<file path="config.mk">
export PLATFORM = sky130hd
export DESIGN_NAME = pwe_front_flat
export DESIGN_NICKNAME = d
export VERILOG_FILES = /design/src/rtl/core/pwe_pkg.sv /design/src/rtl/core/pwe_in_if.sv /design/src/rtl/core/pwe_front.sv /design/src/flat_wrapper.sv
export SDC_FILE = /design/constraint.sdc
export NUM_CORES = 1
export LEC_CHECK = 0
export ABC_AREA = 1
export CORE_AREA = 2 2 151 153
export DETAILED_ROUTE_END_ITERATION = 8
export DIE_AREA = 0 0 153 155
export DONT_BUFFER_PORTS = 1
export PLACE_DENSITY = 0.47
export SYNTH_ARGS = -nofsm -noshare
export SYNTH_HDL_FRONTEND = slang
export SYNTH_SLANG_ARGS = --single-unit
</file>
<file path="constraint.sdc">
create_clock -name vclk -period 5.79
set_clock_uncertainty 0.05 [all_clocks]
set_input_delay 0.579 -clock vclk [all_inputs]
set_output_delay 0.579 -clock vclk [all_outputs]
set_load 0.1 [all_outputs]
</file>
<file path="src/rtl/core/pwe_pkg.sv">
// Shared constants, codes and types for the MCP/SCAD penalty weight engine.
// No dependencies; every other file in rtl/core imports this package.
package pwe_pkg;

  localparam int DATA_W     = 32;             // coefficient, gradient, multiplier operands
  localparam int APB_DATA_W = 32;
  localparam int VAL_W      = 31;             // lambda, weight, value
  localparam int RG_W       = 25;             // 1/gamma
  localparam int FRAC_W     = 24;             // fraction bits of Q8.24
  localparam int SUM_W      = 48;             // accumulator width
  localparam int TOTAL_W    = 47;             // reported totals
  localparam int STAT_W     = 33;             // stationarity residual, Q9.24
  localparam int PROD_W     = 2 * DATA_W;
  localparam int HI_W       = PROD_W - FRAC_W;      // product >> FRAC_W
  localparam int H25_W      = PROD_W - FRAC_W - 1;  // product >> (FRAC_W+1)
  localparam int L2_W       = 2 * VAL_W - FRAC_W;   // lambda^2 >> FRAC_W
  localparam int SQ_W       = 2 * VAL_W - FRAC_W;   // slope drop / first product
  localparam int WA_W       = 2 * VAL_W - FRAC_W;   // weight * |beta| >> FRAC_W
  localparam int FSUM_W     = PROD_W + DATA_W;      // split flat-level product
  localparam int REG_IDX_W  = 3;
  localparam int PADDR_W    = REG_IDX_W + 2;

  localparam int Q_DEPTH    = 2;
  localparam int Q_PTR_W    = $clog2(Q_DEPTH);
  localparam int Q_CNT_W    = $clog2(Q_DEPTH + 1);

  localparam logic [VAL_W-1:0]  VAL_MAX = {VAL_W{1'b1}};
  localparam logic [SUM_W-1:0]  SUM_MAX = {1'b0, {(SUM_W-1){1'b1}}};
  localparam logic [DATA_W-1:0] ONE     = DATA_W'(1) << FRAC_W;

  localparam logic [VAL_W-1:0]  GAMMA_RST = 31'd50331648;
  localparam logic [RG_W-1:0]   RG_RST    = 25'd5592405;
  localparam logic [VAL_W-1:0]  RGL_RST   = 31'd8388608;

  typedef enum logic {MODE_MCP = 1'b0, MODE_SCAD = 1'b1} mode_t;

  typedef enum logic [1:0] {ZONE_ZERO, ZONE_POS, ZONE_NEG} zone_t;

  typedef enum logic [REG_IDX_W-1:0] {
    REG_MODE, REG_LAMBDA, REG_GAMMA, REG_RG, REG_RGL, REG_TOL
  } reg_idx_t;

  // Classified coefficient as it travels from the front end to the back end
  typedef struct packed {
    logic [DATA_W-1:0]        mag;
    logic [DATA_W-1:0]        excess;
    logic                     a_le_lam;
    logic                     a_zero;
    zone_t                    zone;
    logic signed [DATA_W-1:0] gradient;
    logic                     last;
  } item_t;

  // Register file contents plus the constants derived from them
  typedef struct packed {
    mode_t             mode;
    logic [VAL_W-1:0]  lambda;
    logic [RG_W-1:0]   rg;
    logic [VAL_W-1:0]  rgl;
    logic [VAL_W-1:0]  tol;
    logic [L2_W-1:0]   l2;
    logic [VAL_W-1:0]  flat_mcp;
    logic              flat_mcp_sat;
    logic [VAL_W-1:0]  flat_scad;
    logic              flat_scad_sat;
  } cfg_t;

endpackage

</file>
<file path="src/rtl/core/pwe_in_if.sv">
// Input word channel: one coefficient with its gradient and end-of-set mark.
// Depends on pwe_pkg.
interface pwe_in_if;
  import pwe_pkg::*;

  logic                     valid;
  logic                     ready;
  logic signed [DATA_W-1:0] coefficient;
  logic signed [DATA_W-1:0] gradient;
  logic                     last_item;

  modport source (output valid, coefficient, gradient, last_item, input ready);
  modport sink (input valid, coefficient, gradient, last_item, output ready);
endinterface

</file>
<file path="src/rtl/core/pwe_front.sv">
// Front end: takes input words, forms |beta| and its excess over lambda, and
// classifies the coefficient against the zero tolerance. Depends on pwe_pkg.
module pwe_front (
  pwe_in_if.sink          item,
  input  pwe_pkg::cfg_t   cfg,
  input  logic            cfg_busy,
  output logic            push_valid,
  input  logic            push_ready,
  output pwe_pkg::item_t  push_data
);
  import pwe_pkg::*;

  logic signed [DATA_W:0] coef_x;
  logic signed [DATA_W:0] tol_x;
  logic [DATA_W:0]        mag_x;
  logic [DATA_W-1:0]      lam_x;

  // hold off input while the derived constants are being rebuilt
  assign item.ready = push_ready && !cfg_busy;
  assign push_valid = item.valid && !cfg_busy;

  assign coef_x = {item.coefficient[DATA_W-1], item.coefficient};
  assign tol_x  = $signed({2'b00, cfg.tol});
  assign mag_x  = coef_x[DATA_W] ? (DATA_W+1)'(-coef_x) : coef_x;
  assign lam_x  = DATA_W'(cfg.lambda);

  always_comb begin
    push_data.mag      = mag_x[DATA_W-1:0];
    push_data.excess   = mag_x[DATA_W-1:0] - lam_x;
    push_data.a_le_lam = mag_x[DATA_W-1:0] <= lam_x;
    push_data.a_zero   = mag_x[DATA_W-1:0] == '0;
    push_data.gradient = item.gradient;
    push_data.last     = item.last_item;
    if (coef_x > tol_x) begin
      push_data.zone = ZONE_POS;
    end else if (coef_x < -tol_x) begin
      push_data.zone = ZONE_NEG;
    end else begin
      push_data.zone = ZONE_ZERO;
    end
  end

endmodule

</file>
<file path="src/flat_wrapper.sv">
// flat-port wrapper written by rule: the top's interface ports become plain ports
module pwe_front_flat import pwe_pkg::*;
  (cfg, cfg_busy, push_valid, push_ready, push_data, item_valid, item_coefficient, item_gradient, item_last_item, item_ready);
  pwe_in_if item_i ();
  input  pwe_pkg::cfg_t cfg;
  input  logic cfg_busy;
  output logic push_valid;
  input  logic push_ready;
  output pwe_pkg::item_t push_data;
  input wire logic [$bits(item_i.valid)-1:0] item_valid;
  input wire logic [$bits(item_i.coefficient)-1:0] item_coefficient;
  input wire logic [$bits(item_i.gradient)-1:0] item_gradient;
  input wire logic [$bits(item_i.last_item)-1:0] item_last_item;
  output wire logic [$bits(item_i.ready)-1:0] item_ready;
  assign item_i.valid = item_valid;
  assign item_i.coefficient = item_coefficient;
  assign item_i.gradient = item_gradient;
  assign item_i.last_item = item_last_item;
  assign item_ready = item_i.ready;
  pwe_front u_core (.item(item_i), .cfg(cfg), .cfg_busy(cfg_busy), .push_valid(push_valid), .push_ready(push_ready), .push_data(push_data));
endmodule
</file>
==> metrics.md <==
| Metric | Value |
|---|---|
| Hpwl dp | `18.34 mm` |
| Storage cell area | `0 µm²` |
| Port Buf Inserts | `0` |
| Seq cells | `0` |
| WL final | `19.89 mm` |
| DR WL/cell | `14.83 µm` |
| Dpl cells | `1341` |
| Mean Syn Cell Area | `5.559 µm²` |
| Synthesized area | `5737 µm²` |
| I/O pins | `392` |
| Leakage | `3.479 nW` |
| Hold-fix buffers, CTS | `0` |
| Min-delay worst type | `input port to output port` |
| Startpoint types | `input port` |
| Die X | `153 µm` |
| Routed Antenna Nets | `0` |
| Area grow syn2layout | `13.30%` |
| Final hold vios | `0` |
| P per Cell Area | `189.3 nW/µm²` |
| Largest cells by area after synthesis | `ha_1 21%, nand2_1 17%, inv_1 10%` |
| Cell taking the most area after synthesis | `ha_1` |
| Largest net degree at the start of global routing | `55` |
| WP buf/inv | `5` |
| Gr ovfl total | `0` |
| Detailed-route via count | `6302` |
| Slew Viols, Final | `0` |
| Post-synth cell types | `38` |
| Worst path arrival time | `3.99 ns` |
| Count leader, synth | `nand2_1` |
| Syn_nets | `1419` |
| GPL Wtd Cong | `0.8972` |
| Power Total | `1.231 mW` |
| Die area | `23720 µm²` |
| Layout cells sized above 1 | `13.07%` |
| Max-cap violations | `0` |
| Final period utilization | `79.74%` |
| CP max stage delay | `0.41 ns` |
| Sequential share of the synthesized area | `0%` |
| Core outline area | `22230 µm²` |
| Slowest-stage cell, CP | `ha_1` |
| Post_cts resized | `0` |
| Worst vdd ir | `0.0001303 V` |
| Antenna violations before repair | `0` |
| Drt drc | `0` |
| F_max | `216.6 MHz` |
| Initial core utilization | `25.81%` |
| Req. time, crit path | `5.16 ns` |
| Slew headroom | `25.79%` |
| Slew @ Worst Pin | `1.112 ns` |
| Final Non-Filler Cells | `1341` |
| Die Ht | `155 µm` |
| Setup TNS | `0 ns` |
| Mapped Cells | `1032` |
| Postcts setup bufs | `0` |
| Post-synth top area share | `21.16%` |
| Global-route wire length before repair | `31.61 mm` |
| Iter 0 DRT Violations | `215` |
| RSZ-0062 raised after global routing | `false` |
| Nets@finish | `1445` |
| Vias in the first global route | `6229` |
| Worst-path fanout max | `6` |
| Setup Crit Path Kind | `input port to output port` |
| Cell mode on critical path | `nand2_1` |
| Ys Warns | `0` |
| Clock buf count | `0` |
| Critical-path cell list | `inv_1 > ha_1 > nand2_2 > nor2_4 > nand2_2 > nand2_4 > nand2_1 > nand2_1 > inv_1 > buf_4 > ha_1 > nand2_1 > inv_1 > nand2_1 > o21ai_1 > nand2_1 > nand2_1 > nand2_1 > nand2_1 > nand2_1 > nand2_1 > buf_4` |
| Final setup vio count | `0` |
| Final Critical Period | `4.617 ns` |
| Vias/cell | `4.699` |
| Critical path endpoint category | `output port` |
| Outcome | `finished clean` |
| Router iterations before antenna repair | `4` |
| Antenna cells | `0` |
| Overall global routing resource usage | `16.26%` |
| Post-synth top cells | `262 x nand2_1, 156 x inv_1, 129 x nor2_1` |
| Site Rows | `55` |
| Worst path top cell family by delay | `simple AND/OR/NAND/NOR gates` |
-- final timing paths --
kind	end	slack (ns)	depth (start not counted)	from
worst min-delay path	push_data[11]	1.11	0	item_gradient[10]
worst max-delay path	push_data[68]	1.17	22	item_coefficient[0]
-- logic make-up after synthesis --
family	share of synthesized area, %
AND/OR/NAND/NOR	42.92
buffers and inverters	15.51
AO/OA/AOI/OAI	12.43
adder cells (fa/ha/maj)	21.50
XOR/XNOR	7.634
-- report_power, final --
group | total [mW] | switching (mW) | internal, mW
sequential | 0 | 0 | 0
combinational | 1.23 | 0.947 | 0.284
clock | 0 | 0 | 0
-- layout make-up --
| type | count | area (µm²) |
|---|---|---|
| timing repair buffer | 64 | 480.5 |
| inverter | 161 | 604.3 |
| tap | 285 | 356.6 |
| fill | 2568 | 15730 |
| multi-input combinational | 831 | 5059 |
-- per-stage QoR --
stage	hold slack [ns]	setup slack, ns	area, µm²	util [%]
after floorplan	1.320	0.02137	5744	-
after global placement	1.109	1.163	6500	29.24
after detailed placement	1.109	1.134	6500	29.24
after CTS	1.109	1.124	6500	29.24
after global routing	1.108	0.7921	6500	29.24
final	1.108	1.173	6500	29.24
-- routing by layer --
| metal | GRT usage, % | vias up | routed length (µm) |
|---|---|---|---|
| met5 | 0 | - | 0 |
| met4 | 2.513 | 0 | 272 |
| met3 | 3.343 | 20 | 1577 |
| met2 | 27.46 | 195 | 8707 |
| met1 | 21.83 | 2748 | 9332 |
| li1 | - | 3339 | - |
-- cells in the final DEF (no fill, tap or decap), types with 12 or more instances in the layout --
cell type / n
inv_1: 156
buf_4: 64
nand2_2: 12
o21ai_0: 34
xor2_2: 22
xor2_1: 24
nand3_1: 71
nor2_2: 16
nand4_1: 21
nor2_1: 124
a21oi_1: 64
nor3_1: 16
nand2_1: 262
ha_1: 97
Note: power is estimated with default switching activity, not from simulation.
