--- src/rtl/core/pwe_pkg.sv ---
// Shared constants, codes and types for the MCP/SCAD penalty weight engine.
// No dependencies; every other file in rtl/core imports this package.
package pwe_pkg;

  localparam int DATA_W     = 32;             // coefficient, gradient, multiplier operands
  localparam int APB_DATA_W = 32;
  localparam int VAL_W      = 31;             // lambda, weight, value
  localparam int RG_W       = 25;             // 1/gamma
  localparam int FRAC_W     = 24;             // fraction bits of Q8.24
  localparam int SUM_W      = 48;             // accumulator width
  localparam int TOTAL_W    = 47;             // reported totals
  localparam int STAT_W     = 33;             // stationarity residual, Q9.24
  localparam int PROD_W     = 2 * DATA_W;
  localparam int HI_W       = PROD_W - FRAC_W;      // product >> FRAC_W
  localparam int H25_W      = PROD_W - FRAC_W - 1;  // product >> (FRAC_W+1)
  localparam int L2_W       = 2 * VAL_W - FRAC_W;   // lambda^2 >> FRAC_W
  localparam int SQ_W       = 2 * VAL_W - FRAC_W;   // slope drop / first product
  localparam int WA_W       = 2 * VAL_W - FRAC_W;   // weight * |beta| >> FRAC_W
  localparam int FSUM_W     = PROD_W + DATA_W;      // split flat-level product
  localparam int REG_IDX_W  = 3;
  localparam int PADDR_W    = REG_IDX_W + 2;

  localparam int Q_DEPTH    = 2;
  localparam int Q_PTR_W    = $clog2(Q_DEPTH);
  localparam int Q_CNT_W    = $clog2(Q_DEPTH + 1);

  localparam logic [VAL_W-1:0]  VAL_MAX = {VAL_W{1'b1}};
  localparam logic [SUM_W-1:0]  SUM_MAX = {1'b0, {(SUM_W-1){1'b1}}};
  localparam logic [DATA_W-1:0] ONE     = DATA_W'(1) << FRAC_W;

  localparam logic [VAL_W-1:0]  GAMMA_RST = 31'd50331648;
  localparam logic [RG_W-1:0]   RG_RST    = 25'd5592405;
  localparam logic [VAL_W-1:0]  RGL_RST   = 31'd8388608;

  typedef enum logic {MODE_MCP = 1'b0, MODE_SCAD = 1'b1} mode_t;

  typedef enum logic [1:0] {ZONE_ZERO, ZONE_POS, ZONE_NEG} zone_t;

  typedef enum logic [REG_IDX_W-1:0] {
    REG_MODE, REG_LAMBDA, REG_GAMMA, REG_RG, REG_RGL, REG_TOL
  } reg_idx_t;

  // Classified coefficient as it travels from the front end to the back end
  typedef struct packed {
    logic [DATA_W-1:0]        mag;
    logic [DATA_W-1:0]        excess;
    logic                     a_le_lam;
    logic                     a_zero;
    zone_t                    zone;
    logic signed [DATA_W-1:0] gradient;
    logic                     last;
  } item_t;

  // Register file contents plus the constants derived from them
  typedef struct packed {
    mode_t             mode;
    logic [VAL_W-1:0]  lambda;
    logic [RG_W-1:0]   rg;
    logic [VAL_W-1:0]  rgl;
    logic [VAL_W-1:0]  tol;
    logic [L2_W-1:0]   l2;
    logic [VAL_W-1:0]  flat_mcp;
    logic              flat_mcp_sat;
    logic [VAL_W-1:0]  flat_scad;
    logic              flat_scad_sat;
  } cfg_t;

endpackage

--- src/rtl/core/pwe_queue.sv ---
// Two-entry queue of classified words between the front and back ends.
// Depends on pwe_pkg.
module pwe_queue (
  input  logic            clk,
  input  logic            rst,
  input  logic            push_valid,
  output logic            push_ready,
  input  pwe_pkg::item_t  push_data,
  output logic            pop_valid,
  input  logic            pop_ready,
  output pwe_pkg::item_t  pop_data
);
  import pwe_pkg::*;

  item_t               entry [Q_DEPTH];
  logic [Q_PTR_W-1:0]  wr_ptr;
  logic [Q_PTR_W-1:0]  rd_ptr;
  logic [Q_CNT_W-1:0]  count;
  logic                push;
  logic                pop;

  assign push_ready = count != Q_CNT_W'(Q_DEPTH);
  assign pop_valid  = count != '0;
  assign pop_data   = entry[rd_ptr];
  assign push       = push_valid && push_ready;
  assign pop        = pop_valid && pop_ready;

  always_ff @(posedge clk) begin
    if (push) begin
      entry[wr_ptr] <= push_data;
    end
  end

  always_ff @(posedge clk) begin
    if (rst) begin
      wr_ptr <= '0;
      rd_ptr <= '0;
      count  <= '0;
    end else begin
      if (push) begin
        wr_ptr <= wr_ptr + Q_PTR_W'(1);
      end
      if (pop) begin
        rd_ptr <= rd_ptr + Q_PTR_W'(1);
      end
      case ({push, pop})
        2'b10:   count <= count + Q_CNT_W'(1);
        2'b01:   count <= count - Q_CNT_W'(1);
        default: count <= count;
      endcase
    end
  end

endmodule

--- config.mk ---
export PLATFORM = sky130hd
export DESIGN_NAME = pwe_queue
export DESIGN_NICKNAME = d
export VERILOG_FILES = /design/src/rtl/core/pwe_pkg.sv /design/src/rtl/core/pwe_queue.sv
export SDC_FILE = /design/constraint.sdc
export NUM_CORES = 1
export LEC_CHECK = 0
export BUFFER_PORTS_ARGS = -buffer_cell sky130_fd_sc_hd__buf_2
export CORE_UTILIZATION = 47
export DETAILED_ROUTE_END_ITERATION = 16
export HOLD_SLACK_MARGIN = 0.12
export PLACE_DENSITY = 0.79
export SYNTH_ARGS = -nofsm -noshare
export SYNTH_HDL_FRONTEND = slang
export SYNTH_SLANG_ARGS = --single-unit
--- constraint.sdc ---
create_clock -name clk -period 3.09 [get_ports clk]
set_input_delay 0.4635 -clock clk [delete_from_list [all_inputs] [get_ports clk]]
set_output_delay 0.4635 -clock clk [all_outputs]
set_load 0.05 [all_outputs]
==> impl_results.html <==
<table>
<tr><th>Metric</th><th>Value</th></tr>
<tr><th colspan="2">GRT</th></tr>
<tr><td>Number of global-route vias before repair</td><td>4170</td></tr>
<tr><td>Antenna violations before repair</td><td>0</td></tr>
<tr><td>First-pass GRT wire length</td><td>20300 microns</td></tr>
<tr><td>Overflow left after global routing</td><td>0</td></tr>
<tr><td>Maximum number of pins on one net before global-route repair</td><td>58</td></tr>
<tr><td>Gr usage total</td><td>16.0%</td></tr>
<tr><th colspan="2">Placement</th></tr>
<tr><td>Count of buffers from port buffering</td><td>207</td></tr>
<tr><td>Final weighted congestion of routability-driven global placement</td><td>0.695</td></tr>
<tr><td>Detailed Place HPWL</td><td>8930 microns</td></tr>
<tr><th colspan="2">Layout</th></tr>
<tr><td>P&amp;R area growth vs syn</td><td>25.8%</td></tr>
<tr><td>Final net count</td><td>669</td></tr>
<tr><td>Share of final-layout standard cells stronger than drive strength 1</td><td>59.8%</td></tr>
<tr><td>Total of fill cells in the finished design</td><td>1132</td></tr>
<tr><td>Area of the multi-input gates</td><td>1260 sq um</td></tr>
<tr><td>Area used by sequential logic in the layout</td><td>6170 sq um</td></tr>
<tr><td>Number of antenna diodes</td><td>0</td></tr>
<tr><th colspan="2">STA</th></tr>
<tr><td>Number of setup violations in the final report</td><td>0</td></tr>
<tr><td>Post-route clock period utilization</td><td>82.2%</td></tr>
<tr><td>Setup total negative slack</td><td>0 ps</td></tr>
<tr><td>Final worst clock skew</td><td>7.63 ps</td></tr>
<tr><td>Actual slew at the worst max-slew pin</td><td>713 ps</td></tr>
<tr><td>Post-layout minimum cycle time</td><td>2540 ps</td></tr>
<tr><td>Max-Slew Margin vs Limit</td><td>52.5%</td></tr>
<tr><td>Max Transition Viols Final</td><td>0</td></tr>
<tr><td>RSZ-0062 raised after global routing</td><td>false</td></tr>
<tr><td>Hold Fails Final Rpt</td><td>0</td></tr>
<tr><td>Highest clock frequency the design can meet</td><td>394 MHz</td></tr>
<tr><th colspan="2">Die</th></tr>
<tr><td>Core footprint</td><td>15400 sq um</td></tr>
<tr><td>Die Wd</td><td>128 microns</td></tr>
<tr><td>Initial core utilization</td><td>48.8%</td></tr>
<tr><td>Die ar.</td><td>16500 sq um</td></tr>
<tr><td>Number of ports placed on the die boundary</td><td>208</td></tr>
<tr><td>Die height</td><td>128 microns</td></tr>
<tr><td>Number of placement rows</td><td>45</td></tr>
<tr><th colspan="2">Critical path</th></tr>
<tr><td>Critical path's largest stage delay</td><td>660 ps</td></tr>
<tr><td>Cell with the most instances on the worst path</td><td>buf_4</td></tr>
<tr><td>Critical Setup Path Class</td><td>flop to flop</td></tr>
<tr><td>Family with the most delay on the worst path</td><td>buffers and inverters</td></tr>
<tr><td>Critical Path, Cell by Cell</td><td>nand2b_1, nand3b_1, clkinvlp_4, buf_4, buf_4</td></tr>
<tr><td>CP startpoint kind</td><td>flop</td></tr>
<tr><td>Required time of the critical path</td><td>3200 ps</td></tr>
<tr><td>Largest fanout on the critical path</td><td>53</td></tr>
<tr><td>Data arrival time at the worst-slack endpoint</td><td>2650 ps</td></tr>
<tr><td>Critical-path top delay cell</td><td>buf_4</td></tr>
<tr><td>Type of element capturing the critical path</td><td>flop</td></tr>
<tr><td>Buffering stage count on the worst path with inverters included</td><td>3</td></tr>
<tr><th colspan="2">Routing</th></tr>
<tr><td>Post-route DRC</td><td>0</td></tr>
<tr><td>Routed vias</td><td>3879</td></tr>
<tr><td>Wire length per cell after detailed routing</td><td>17.1 microns</td></tr>
<tr><td>First DRT Iteration DRCs</td><td>173</td></tr>
<tr><td>Avg Vias per Cell</td><td>4.94</td></tr>
<tr><td>First drt pass iteration count</td><td>4</td></tr>
<tr><td>Number of nets with antenna violations after routing</td><td>0</td></tr>
<tr><td>Detailed Route WL</td><td>13400 microns</td></tr>
<tr><th colspan="2">Clock tree</th></tr>
<tr><td>H-tree Lvls</td><td>1</td></tr>
<tr><td>Master cell of the clock root buffer</td><td>clkbuf_16</td></tr>
<tr><td>TritonCTS buffer count</td><td>21</td></tr>
<tr><td>Quantity of gates resized following cts</td><td>0</td></tr>
<tr><td>Number of sinks on the clock net</td><td>207</td></tr>
<tr><td>Clock-pin slew on the worst setup and hold paths</td><td>60 ps</td></tr>
<tr><td>Post-CTS Setup Inserts</td><td>0</td></tr>
<tr><td>CTS tree</td><td>yes</td></tr>
<tr><td>Maximum buffer depth of the clock tree</td><td>3</td></tr>
<tr><td>Clock latency at the later pin of the worst-skew pair</td><td>480 ps</td></tr>
<tr><td>Hold buffer count at CTS</td><td>0</td></tr>
<tr><th colspan="2">Synthesis</th></tr>
<tr><td>EDFF count, synth</td><td>202</td></tr>
<tr><td>Mapped Cells</td><td>338</td></tr>
<tr><td>Syn avg cell area</td><td>22.2 sq um</td></tr>
<tr><td>Number of storage elements in the synthesis netlist</td><td>207</td></tr>
<tr><td>Post-synth ARST share</td><td>0%</td></tr>
<tr><td>Primary flip-flop cell chosen by synthesis mapping</td><td>edfxtp_1</td></tr>
<tr><td>Sequential-to-total area share from yosys stat</td><td>82.2%</td></tr>
<tr><td>Summed instance area of the synthesized netlist</td><td>7500 sq um</td></tr>
<tr><td>Warning count from the yosys run</td><td>0</td></tr>
<tr><td>Net count of the mapped netlist</td><td>444</td></tr>
<tr><td>Synth unique cells</td><td>20</td></tr>
<tr><th colspan="2">Job</th></tr>
<tr><td>Total of max-cap violations</td><td>0</td></tr>
<tr><th colspan="2">Power</th></tr>
<tr><td>Cell Pwr Density</td><td>992 nW/um^2</td></tr>
<tr><td>Total power consumption of the routed design</td><td>0.00936 W</td></tr>
<tr><td>Largest voltage drop on the vdd net</td><td>0.721 mV</td></tr>
<tr><td>Standby leakage power</td><td>3.50 nW</td></tr>
<tr><th colspan="2">Hold path</th></tr>
<tr><td>Tightest Hold Check Type</td><td>input pin to flop</td></tr>
<tr><th colspan="2">Status</th></tr>
<tr><td>Result of the run</td><td>complete, no violations</td></tr>
</table>
[synth_stat cells (all sizes together) (2+ instances only)]
cell	instances	area share (%)
dfxtp	5	1.3
nor2	3	0.15
buf	11	1.0
mux2	101	15
a21oi	2	0.13
edfxtp	202	81
xnor2	2	0.23
[kinds of logic after synthesis]
group                    count (synthesis)  synth area share [%]
flip-flops                             207                  82.2
multiplexers                           101                  15.2
buffers and inverters                   12                  1.08
AND/OR/NAND/NOR                          9                 0.634
AO/OA/AOI/OAI                            5                 0.434
XOR/XNOR                                 3                 0.350
adder cells (fa/ha/maj)                  1                 0.167
[layer usage]
metal	track usage [%]	vias up	routed length [microns]
met4	5.54	0	294
li1	-	1796	-
met1	17.5	1916	5040
met5	0	-	0
met2	29.7	144	7070
met3	4.57	23	1020
[worst register-to-register path: cells and delay by family (launching register included)]
family / cells / cell delay [ps]
buf+inv: 3 / 1350
flops: 1 / 400
simple gates: 2 / 400
[sequential cells by signal, indices dropped and copies added (netlist names), named ones only]
signal / flops
entry: 202
count: 2
rd_ptr: 1
wr_ptr: 1
[worst paths after layout]
kind,startpoint,to,slack [ps],depth (start not counted)
setup / recovery,count[0],entry[0][58],550,5
hold / removal,push_data[44],entry[0][44],170,1
setup reg to reg,count[0],entry[0][58],550,5
hold reg to reg,rd_ptr,rd_ptr,520,2
[placed cells by master, fill, tap and decap left out, drive strengths merged]
cell,count
clkinvlp,1
xor2,1
or3,1
nand2b,1
nand2,1
bufinv,1
inv,1
o21a,1
xnor2,2
or2,1
o21ai,1
and3,1
nand3b,1
edfxtp,202
a21oi,2
clkbuf,32
ha,1
a21bo,1
dfxtp,5
clkinv,1
nor2,3
buf,213
mux2,101
[power breakdown]
part           leakage (nW)  internal (W)  switching [W]  total (W)
logic                  1.27      0.000927        0.00243    0.00336
registers              1.93       0.00355       0.000147    0.00369
clock network         0.304       0.00138       0.000925    0.00231
total                  3.50       0.00586        0.00350    0.00936
[through the flow]
stage	hold WS [ps]	setup slack (ps)	util, %	instance area, sq um	std cells
CTS	149	486	61.4	9440	786
detailed placement	508	533	57.3	8810	751
global placement	489	635	57.3	8810	751
floorplan	474	125	-	7510	338
finish	170	551	61.4	9440	786
global route	148	379	61.4	9440	786
[layout make-up]
type | instances | share of cell area (%)
clock buffers | 32 | 6.22
clock inverters | 3 | 0.451
inverters | 1 | 0.0795
multi-input cells | 119 | 13.4
flip-flops and latches | 207 | 65.4
well taps | 211 | 2.80
repair buffers | 213 | 11.7
Note: power is estimated with default switching activity, not from simulation.
