## src/rtl/core/pwe_pkg.sv

```systemverilog
// Shared constants, codes and types for the MCP/SCAD penalty weight engine.
// No dependencies; every other file in rtl/core imports this package.
package pwe_pkg;

  localparam int DATA_W     = 32;             // coefficient, gradient, multiplier operands
  localparam int APB_DATA_W = 32;
  localparam int VAL_W      = 31;             // lambda, weight, value
  localparam int RG_W       = 25;             // 1/gamma
  localparam int FRAC_W     = 24;             // fraction bits of Q8.24
  localparam int SUM_W      = 48;             // accumulator width
  localparam int TOTAL_W    = 47;             // reported totals
  localparam int STAT_W     = 33;             // stationarity residual, Q9.24
  localparam int PROD_W     = 2 * DATA_W;
  localparam int HI_W       = PROD_W - FRAC_W;      // product >> FRAC_W
  localparam int H25_W      = PROD_W - FRAC_W - 1;  // product >> (FRAC_W+1)
  localparam int L2_W       = 2 * VAL_W - FRAC_W;   // lambda^2 >> FRAC_W
  localparam int SQ_W       = 2 * VAL_W - FRAC_W;   // slope drop / first product
  localparam int WA_W       = 2 * VAL_W - FRAC_W;   // weight * |beta| >> FRAC_W
  localparam int FSUM_W     = PROD_W + DATA_W;      // split flat-level product
  localparam int REG_IDX_W  = 3;
  localparam int PADDR_W    = REG_IDX_W + 2;

  localparam int Q_DEPTH    = 2;
  localparam int Q_PTR_W    = $clog2(Q_DEPTH);
  localparam int Q_CNT_W    = $clog2(Q_DEPTH + 1);

  localparam logic [VAL_W-1:0]  VAL_MAX = {VAL_W{1'b1}};
  localparam logic [SUM_W-1:0]  SUM_MAX = {1'b0, {(SUM_W-1){1'b1}}};
  localparam logic [DATA_W-1:0] ONE     = DATA_W'(1) << FRAC_W;

  localparam logic [VAL_W-1:0]  GAMMA_RST = 31'd50331648;
  localparam logic [RG_W-1:0]   RG_RST    = 25'd5592405;
  localparam logic [VAL_W-1:0]  RGL_RST   = 31'd8388608;

  typedef enum logic {MODE_MCP = 1'b0, MODE_SCAD = 1'b1} mode_t;

  typedef enum logic [1:0] {ZONE_ZERO, ZONE_POS, ZONE_NEG} zone_t;

  typedef enum logic [REG_IDX_W-1:0] {
    REG_MODE, REG_LAMBDA, REG_GAMMA, REG_RG, REG_RGL, REG_TOL
  } reg_idx_t;

  // Classified coefficient as it travels from the front end to the back end
  typedef struct packed {
    logic [DATA_W-1:0]        mag;
    logic [DATA_W-1:0]        excess;
    logic                     a_le_lam;
    logic                     a_zero;
    zone_t                    zone;
    logic signed [DATA_W-1:0] gradient;
    logic                     last;
  } item_t;

  // Register file contents plus the constants derived from them
  typedef struct packed {
    mode_t             mode;
    logic [VAL_W-1:0]  lambda;
    logic [RG_W-1:0]   rg;
    logic [VAL_W-1:0]  rgl;
    logic [VAL_W-1:0]  tol;
    logic [L2_W-1:0]   l2;
    logic [VAL_W-1:0]  flat_mcp;
    logic              flat_mcp_sat;
    logic [VAL_W-1:0]  flat_scad;
    logic              flat_scad_sat;
  } cfg_t;

endpackage

```

## src/rtl/core/pwe_cfg.sv

```systemverilog
// APB register file and the sequencer that derives lambda^2 and the flat penalty levels.
// Depends on pwe_pkg.
module pwe_cfg (
  input  logic                             clk,
  input  logic                             rst,
  input  logic                             psel,
  input  logic                             penable,
  input  logic                             pwrite,
  input  logic [pwe_pkg::PADDR_W-1:0]      paddr,
  input  logic [pwe_pkg::APB_DATA_W-1:0]   pwdata,
  output logic [pwe_pkg::APB_DATA_W-1:0]   prdata,
  output logic                             pready,
  output pwe_pkg::cfg_t                    cfg,
  output logic                             busy
);
  import pwe_pkg::*;

  typedef enum logic [2:0] {
    CS_IDLE, CS_SQ, CS_L2, CS_MLO, CS_MHI, CS_MFIN, CS_SHI, CS_SFIN
  } cstate_t;

  cstate_t            state;
  mode_t              mode;
  logic [VAL_W-1:0]   lambda;
  logic [VAL_W-1:0]   gamma;
  logic [RG_W-1:0]    rg;
  logic [VAL_W-1:0]   rgl;
  logic [VAL_W-1:0]   tol;
  logic [L2_W-1:0]    l2;
  logic [DATA_W-1:0]  gamma_p1;
  logic [PROD_W-1:0]  preg;
  logic [PROD_W-1:0]  plo;
  logic [VAL_W-1:0]   flat_mcp;
  logic               flat_mcp_sat;
  logic [VAL_W-1:0]   flat_scad;
  logic               flat_scad_sat;

  logic               wr_en;
  reg_idx_t           wr_idx;
  logic [DATA_W-1:0]  mul_a;
  logic [DATA_W-1:0]  mul_b;
  logic [PROD_W-1:0]  mul_p;
  logic [FSUM_W-1:0]  fsum;
  logic [FSUM_W-1:0]  fshift;
  logic               fsat;
  logic [VAL_W-1:0]   flat_val;

  assign pready = 1'b1;
  assign wr_en  = psel && penable && pwrite;
  assign wr_idx = reg_idx_t'(paddr[PADDR_W-1:2]);
  assign busy   = (state != CS_IDLE);

  always_comb begin
    case (wr_idx)
      REG_MODE:   prdata = APB_DATA_W'(mode);
      REG_LAMBDA: prdata = APB_DATA_W'(lambda);
      REG_GAMMA:  prdata = APB_DATA_W'(gamma);
      REG_RG:     prdata = APB_DATA_W'(rg);
      REG_RGL:    prdata = APB_DATA_W'(rgl);
      REG_TOL:    prdata = APB_DATA_W'(tol);
      default:    prdata = '0;
    endcase
  end

  // gamma * l2 and (gamma+1) * l2 are split on l2 into a low 32-bit and a high part
  always_comb begin
    case (state)
      CS_SQ: begin
        mul_a = DATA_W'(lambda);
        mul_b = DATA_W'(lambda);
      end
      CS_MLO: begin
        mul_a = DATA_W'(gamma);
        mul_b = l2[DATA_W-1:0];
      end
      CS_MHI: begin
        mul_a = DATA_W'(gamma);
        mul_b = DATA_W'(l2 >> DATA_W);
      end
      CS_MFIN: begin
        mul_a = gamma_p1;
        mul_b = l2[DATA_W-1:0];
      end
      CS_SHI: begin
        mul_a = gamma_p1;
        mul_b = DATA_W'(l2 >> DATA_W);
      end
      default: begin
        mul_a = '0;
        mul_b = '0;
      end
    endcase
  end

  assign mul_p    = mul_a * mul_b;
  assign fsum     = (FSUM_W'(preg) << DATA_W) + FSUM_W'(plo);
  assign fshift   = fsum >> (FRAC_W + 1);
  assign fsat     = fshift > FSUM_W'(VAL_MAX);
  assign flat_val = fsat ? VAL_MAX : fshift[VAL_W-1:0];

  always_ff @(posedge clk) begin
    if (rst) begin
      state         <= CS_IDLE;
      mode          <= MODE_MCP;
      lambda        <= '0;
      gamma         <= GAMMA_RST;
      rg            <= RG_RST;
      rgl           <= RGL_RST;
      tol           <= '0;
      l2            <= '0;
      gamma_p1      <= '0;
      preg          <= '0;
      plo           <= '0;
      flat_mcp      <= '0;
      flat_mcp_sat  <= 1'b0;
      flat_scad     <= '0;
      flat_scad_sat <= 1'b0;
    end else if (wr_en) begin
      case (wr_idx)
        REG_MODE:   mode   <= mode_t'(pwdata[0]);
        REG_LAMBDA: lambda <= pwdata[VAL_W-1:0];
        REG_GAMMA:  gamma  <= pwdata[VAL_W-1:0];
        REG_RG:     rg     <= pwdata[RG_W-1:0];
        REG_RGL:    rgl    <= pwdata[VAL_W-1:0];
        REG_TOL:    tol    <= pwdata[VAL_W-1:0];
        default: ;
      endcase
      // recompute the derived constants from scratch
      state <= CS_SQ;
    end else begin
      case (state)
        CS_SQ: begin
          preg  <= mul_p;
          state <= CS_L2;
        end
        CS_L2: begin
          l2       <= L2_W'(preg >> FRAC_W);
          gamma_p1 <= DATA_W'(gamma) + ONE;
          state    <= CS_MLO;
        end
        CS_MLO: begin
          preg  <= mul_p;
          state <= CS_MHI;
        end
        CS_MHI: begin
          plo   <= preg;
          preg  <= mul_p;
          state <= CS_MFIN;
        end
        CS_MFIN: begin
          flat_mcp     <= flat_val;
          flat_mcp_sat <= fsat;
          preg         <= mul_p;
          state        <= CS_SHI;
        end
        CS_SHI: begin
          plo   <= preg;
          preg  <= mul_p;
          state <= CS_SFIN;
        end
        CS_SFIN: begin
          flat_scad     <= flat_val;
          flat_scad_sat <= fsat;
          state         <= CS_IDLE;
        end
        default: state <= CS_IDLE;
      endcase
    end
  end

  assign cfg.mode          = mode;
  assign cfg.lambda        = lambda;
  assign cfg.rg            = rg;
  assign cfg.rgl           = rgl;
  assign cfg.tol           = tol;
  assign cfg.l2            = l2;
  assign cfg.flat_mcp      = flat_mcp;
  assign cfg.flat_mcp_sat  = flat_mcp_sat;
  assign cfg.flat_scad     = flat_scad;
  assign cfg.flat_scad_sat = flat_scad_sat;

endmodule

```

## config.mk

```make
export PLATFORM = sky130hd
export DESIGN_NAME = pwe_cfg
export DESIGN_NICKNAME = d
export VERILOG_FILES = /design/src/rtl/core/pwe_pkg.sv /design/src/rtl/core/pwe_cfg.sv
export SDC_FILE = /design/constraint.sdc
export NUM_CORES = 2
export LEC_CHECK = 0
export ABC_AREA = 1
export BUFFER_PORTS_ARGS = -buffer_cell sky130_fd_sc_hd__buf_2
export CAP_MARGIN = 20
export CORE_MARGIN = 10
export CORE_UTILIZATION = 65
export DETAILED_ROUTE_END_ITERATION = 8
export PLACE_DENSITY = 0.92
export SLEW_MARGIN = 30
export SYNTH_ARGS = -nofsm -noshare
export SYNTH_HDL_FRONTEND = slang
export SYNTH_SLANG_ARGS = --single-unit
```

## constraint.sdc

```tcl
create_clock -name clk -period 21.2 [get_ports clk]
set_input_delay 1.06 -clock clk [delete_from_list [all_inputs] [get_ports clk]]
set_output_delay 1.06 -clock clk [all_outputs]
set_load 0.01 [all_outputs]
```

==> metrics.yaml <==
clock_network:
  cts-buffers-inserted: 42
  cts_tree: "done"
  clk_latency_ns: 0.62
  clkTransAtPathRegs_ns: 0.06
  cts_resized: 0
  htreeDepth: 2
  root_buffer: "clkbuf_16"
  clock_path_buffers: 3
  clock_sinks: 390
  ctsHoldBuffers: 0
  cts_setup_buffers: 0
power_and_ir_drop:
  max-vdd-ir-drop_v: 0.00007005
  powerDensity_nw_per_um2: 30.13
  total_power_uw: 1734
  leakage_uw: 0.03369
route:
  drt_iter0_drc: 5597
  routedWlPerCell_um: 20.99
  drcViolationCount: 0
  ant_nets: 0
  dr.pass1.iters: 7
  vias: 50380
  routed_via_density: 5.835
  routed_wl_um: 181200
place:
  dp.final_hpwl_um: 145100
  routabilityCongestion: 1.049
  buffer_ports.inserted: 291
  placed_area_um2: 56110
synthesis:
  ys.flop_type: "dfxtp_1"
  synth_nets: 8689
  async_flop_share_pct: 0
  synth_seq_area_share_pct: 14.49
  synthesis.area_um2: 53880
  syn_inst: 7454
  synth_cell_types: 47
  synth-seq-cells: 390
  synth-edff-count: 0
  avgSynthCellArea_um2: 7.229
  ys.warnings.count: 0
setup_path:
  worst-path-max-fanout: 32
  reg2reg_from: "state[2]"
  arrival_ns: 9.79
  r2r_slack_ns: 11.91
  critPathLaunchType: "flip-flop"
  worstReg2RegEnd: "preg[62]"
  worstSetupEndpointType: "flip-flop"
  r2r_cells: 30
  worstSetupPathType: "reg -> reg"
  cp_common_cell: "fa_1"
  cp_slowest_cell: "fa_1"
  critical_path.max_stage_delay_ns: 0.57
  worstPathRequired_ns: 21.70
timing:
  slew_violations: 0
  maxSlewHeadroom_pct: 35.92
  fin_crit_ns: 9.293
  holdWs_ns: 0.4567
  rsz0062_at_grt: "false"
  setup_viol: 0
  skew_ns: 0.03911
  finalSetupTns_ns: 0
  finalCritPeriodShare_pct: 43.84
  hold_viol_final: 0
  fmax_mhz: 107.6
  worst_slew_pin_slew_ns: 0.9589
floorplanning:
  die_h_um: 307.9
  die_w_um: 307.9
  io_pins: 297
  core_area_um2: 82110
  start_util_pct: 65.62
  rows: 105
  die_area_um2: 94810
finish:
  drive_gt1_share_pct: 6.637
  nFillCells: 6122
  layout.nets: 8767
  final_common_cell: "inv_1"
  num_antenna_cells: 0
  final_core_util_pct: 70.09
  stdcell_area_um2: 57550
  layout_common_cells: "1861 x inv_1, 1755 x nand2_1, 897 x fa_1, 692 x nor2_1, 423 x o21ai_0"
  area_delta_synth_final_pct: 6.810
run_status:
  outcome: "finished, final reports clean"
global_route:
  grt_pass1_vias: 52610
  grt_use_total_pct: 38.31
  grt_max_degree: 155
  grt_overflow_total: 0
  grt_first_pass_wirelength_um: 283900
  antenna_found_initial: 4
min_path:
  min_from: "plo[29]"
  hold_path_depth: 2
  whs_endpoint: "plo[29]"
  hp-class: "reg -> reg"
flow_run:
  drv_cap: 0
registers in the layout, summed over array words and instances (netlist names):
name / cells
gamma: 31
lambda: 31
flat_mcp_sat: 1
l2: 38
plo: 39
mode: 1
flat_mcp: 31
rg: 25
preg: 64
tol: 31
state: 3
flat_scad_sat: 1
gamma_p1: 32
flat_scad: 31
rgl: 31
stage by stage:
step | worst slack, ns | std cells
after floorplan | 13.51 | 7454
after global placement | 11.97 | 8557
after detailed placement | 12.05 | 8557
after CTS | 11.99 | 8633
after global routing | 11.45 | 8634
final | 11.91 | 8634
routing by layer:
| metal | vias to the layer above | global-route usage [%] | part of all wire, % |
|---|---|---|---|
| li1 | 22080 | - | - |
| met1 | 23880 | 45.12 | 35 |
| met2 | 3451 | 60.57 | 45 |
| met3 | 981 | 11.16 | 13 |
| met4 | 0 | 25.50 | 7.9 |
| met5 | - | 0 | 0 |
synth_stat cells, types with 34 or more instances:
cell,number,area share (%)
a21oi_1,237,2.2
o21ai_0,424,3.9
fa_1,897,33
nor2_1,696,4.8
ha_1,296,6.9
inv_1,1866,13
dfxtp_1,390,14
nand2_1,1755,12
nor3_1,34,0.32
xnor2_1,50,0.81
nand3_1,147,1.4
nand4_1,77,0.89
clkbuf_1,319,2.2
power by group:
part	internal, µW	switching (µW)	total, µW
clock	419	340	759
sequential	754	28.5	782
combinational	48.7	145	193
worst max path at each step:
stage          startpoint       end  slack (ns)
3_5_place_dp     state[2]  preg[62]       12.05
2_1_floorplan    state[1]  preg[62]       13.51
3_3_place_gp     state[2]  preg[62]       11.97
6_report         state[2]  preg[62]       11.91
5_1_grt          state[2]  preg[62]       11.45
4_1_cts          state[2]  preg[62]       11.99
cells by family (layout without fill, tap and decap cells):
group / count (synthesis) / in the layout / synth area share [%]
XOR/XNOR: 77 / 77 / 1.252
other: 2 / 2 / 0.01394
AO/OA/AOI/OAI: 818 / 818 / 8.304
adder cells (fa/ha/maj): 1193 / 1193 / 40.20
buffers and inverters: 2224 / 2334 / 15.57
AND/OR/NAND/NOR: 2750 / 2750 / 20.17
flip-flops: 390 / 390 / 14.49
final cells by class:
cell class	count	area (µm²)	area share, %
inverter	1878	7057	12.26
timing repair buffer	380	2147	3.731
multi-input combinational	4840	37790	65.66
clock buffer	59	1215	2.111
clock inverter	17	197.7	0.3435
sequential	390	7807	13.57
tap	1070	1339	2.326
worst max-delay path, delay by kind of cell (launching register included):
family / cells / cell delay [ns]
DFF: 1 / 0.32
xor gates and xnor gates: 1 / 0.21
buffers and inverters: 7 / 1.28
adders and majority gates: 9 / 4.49
AOI/OAI and AO/OA: 3 / 0.67
and+or+nand+nor: 10 / 2.14
(Power assumes the default switching activity.)
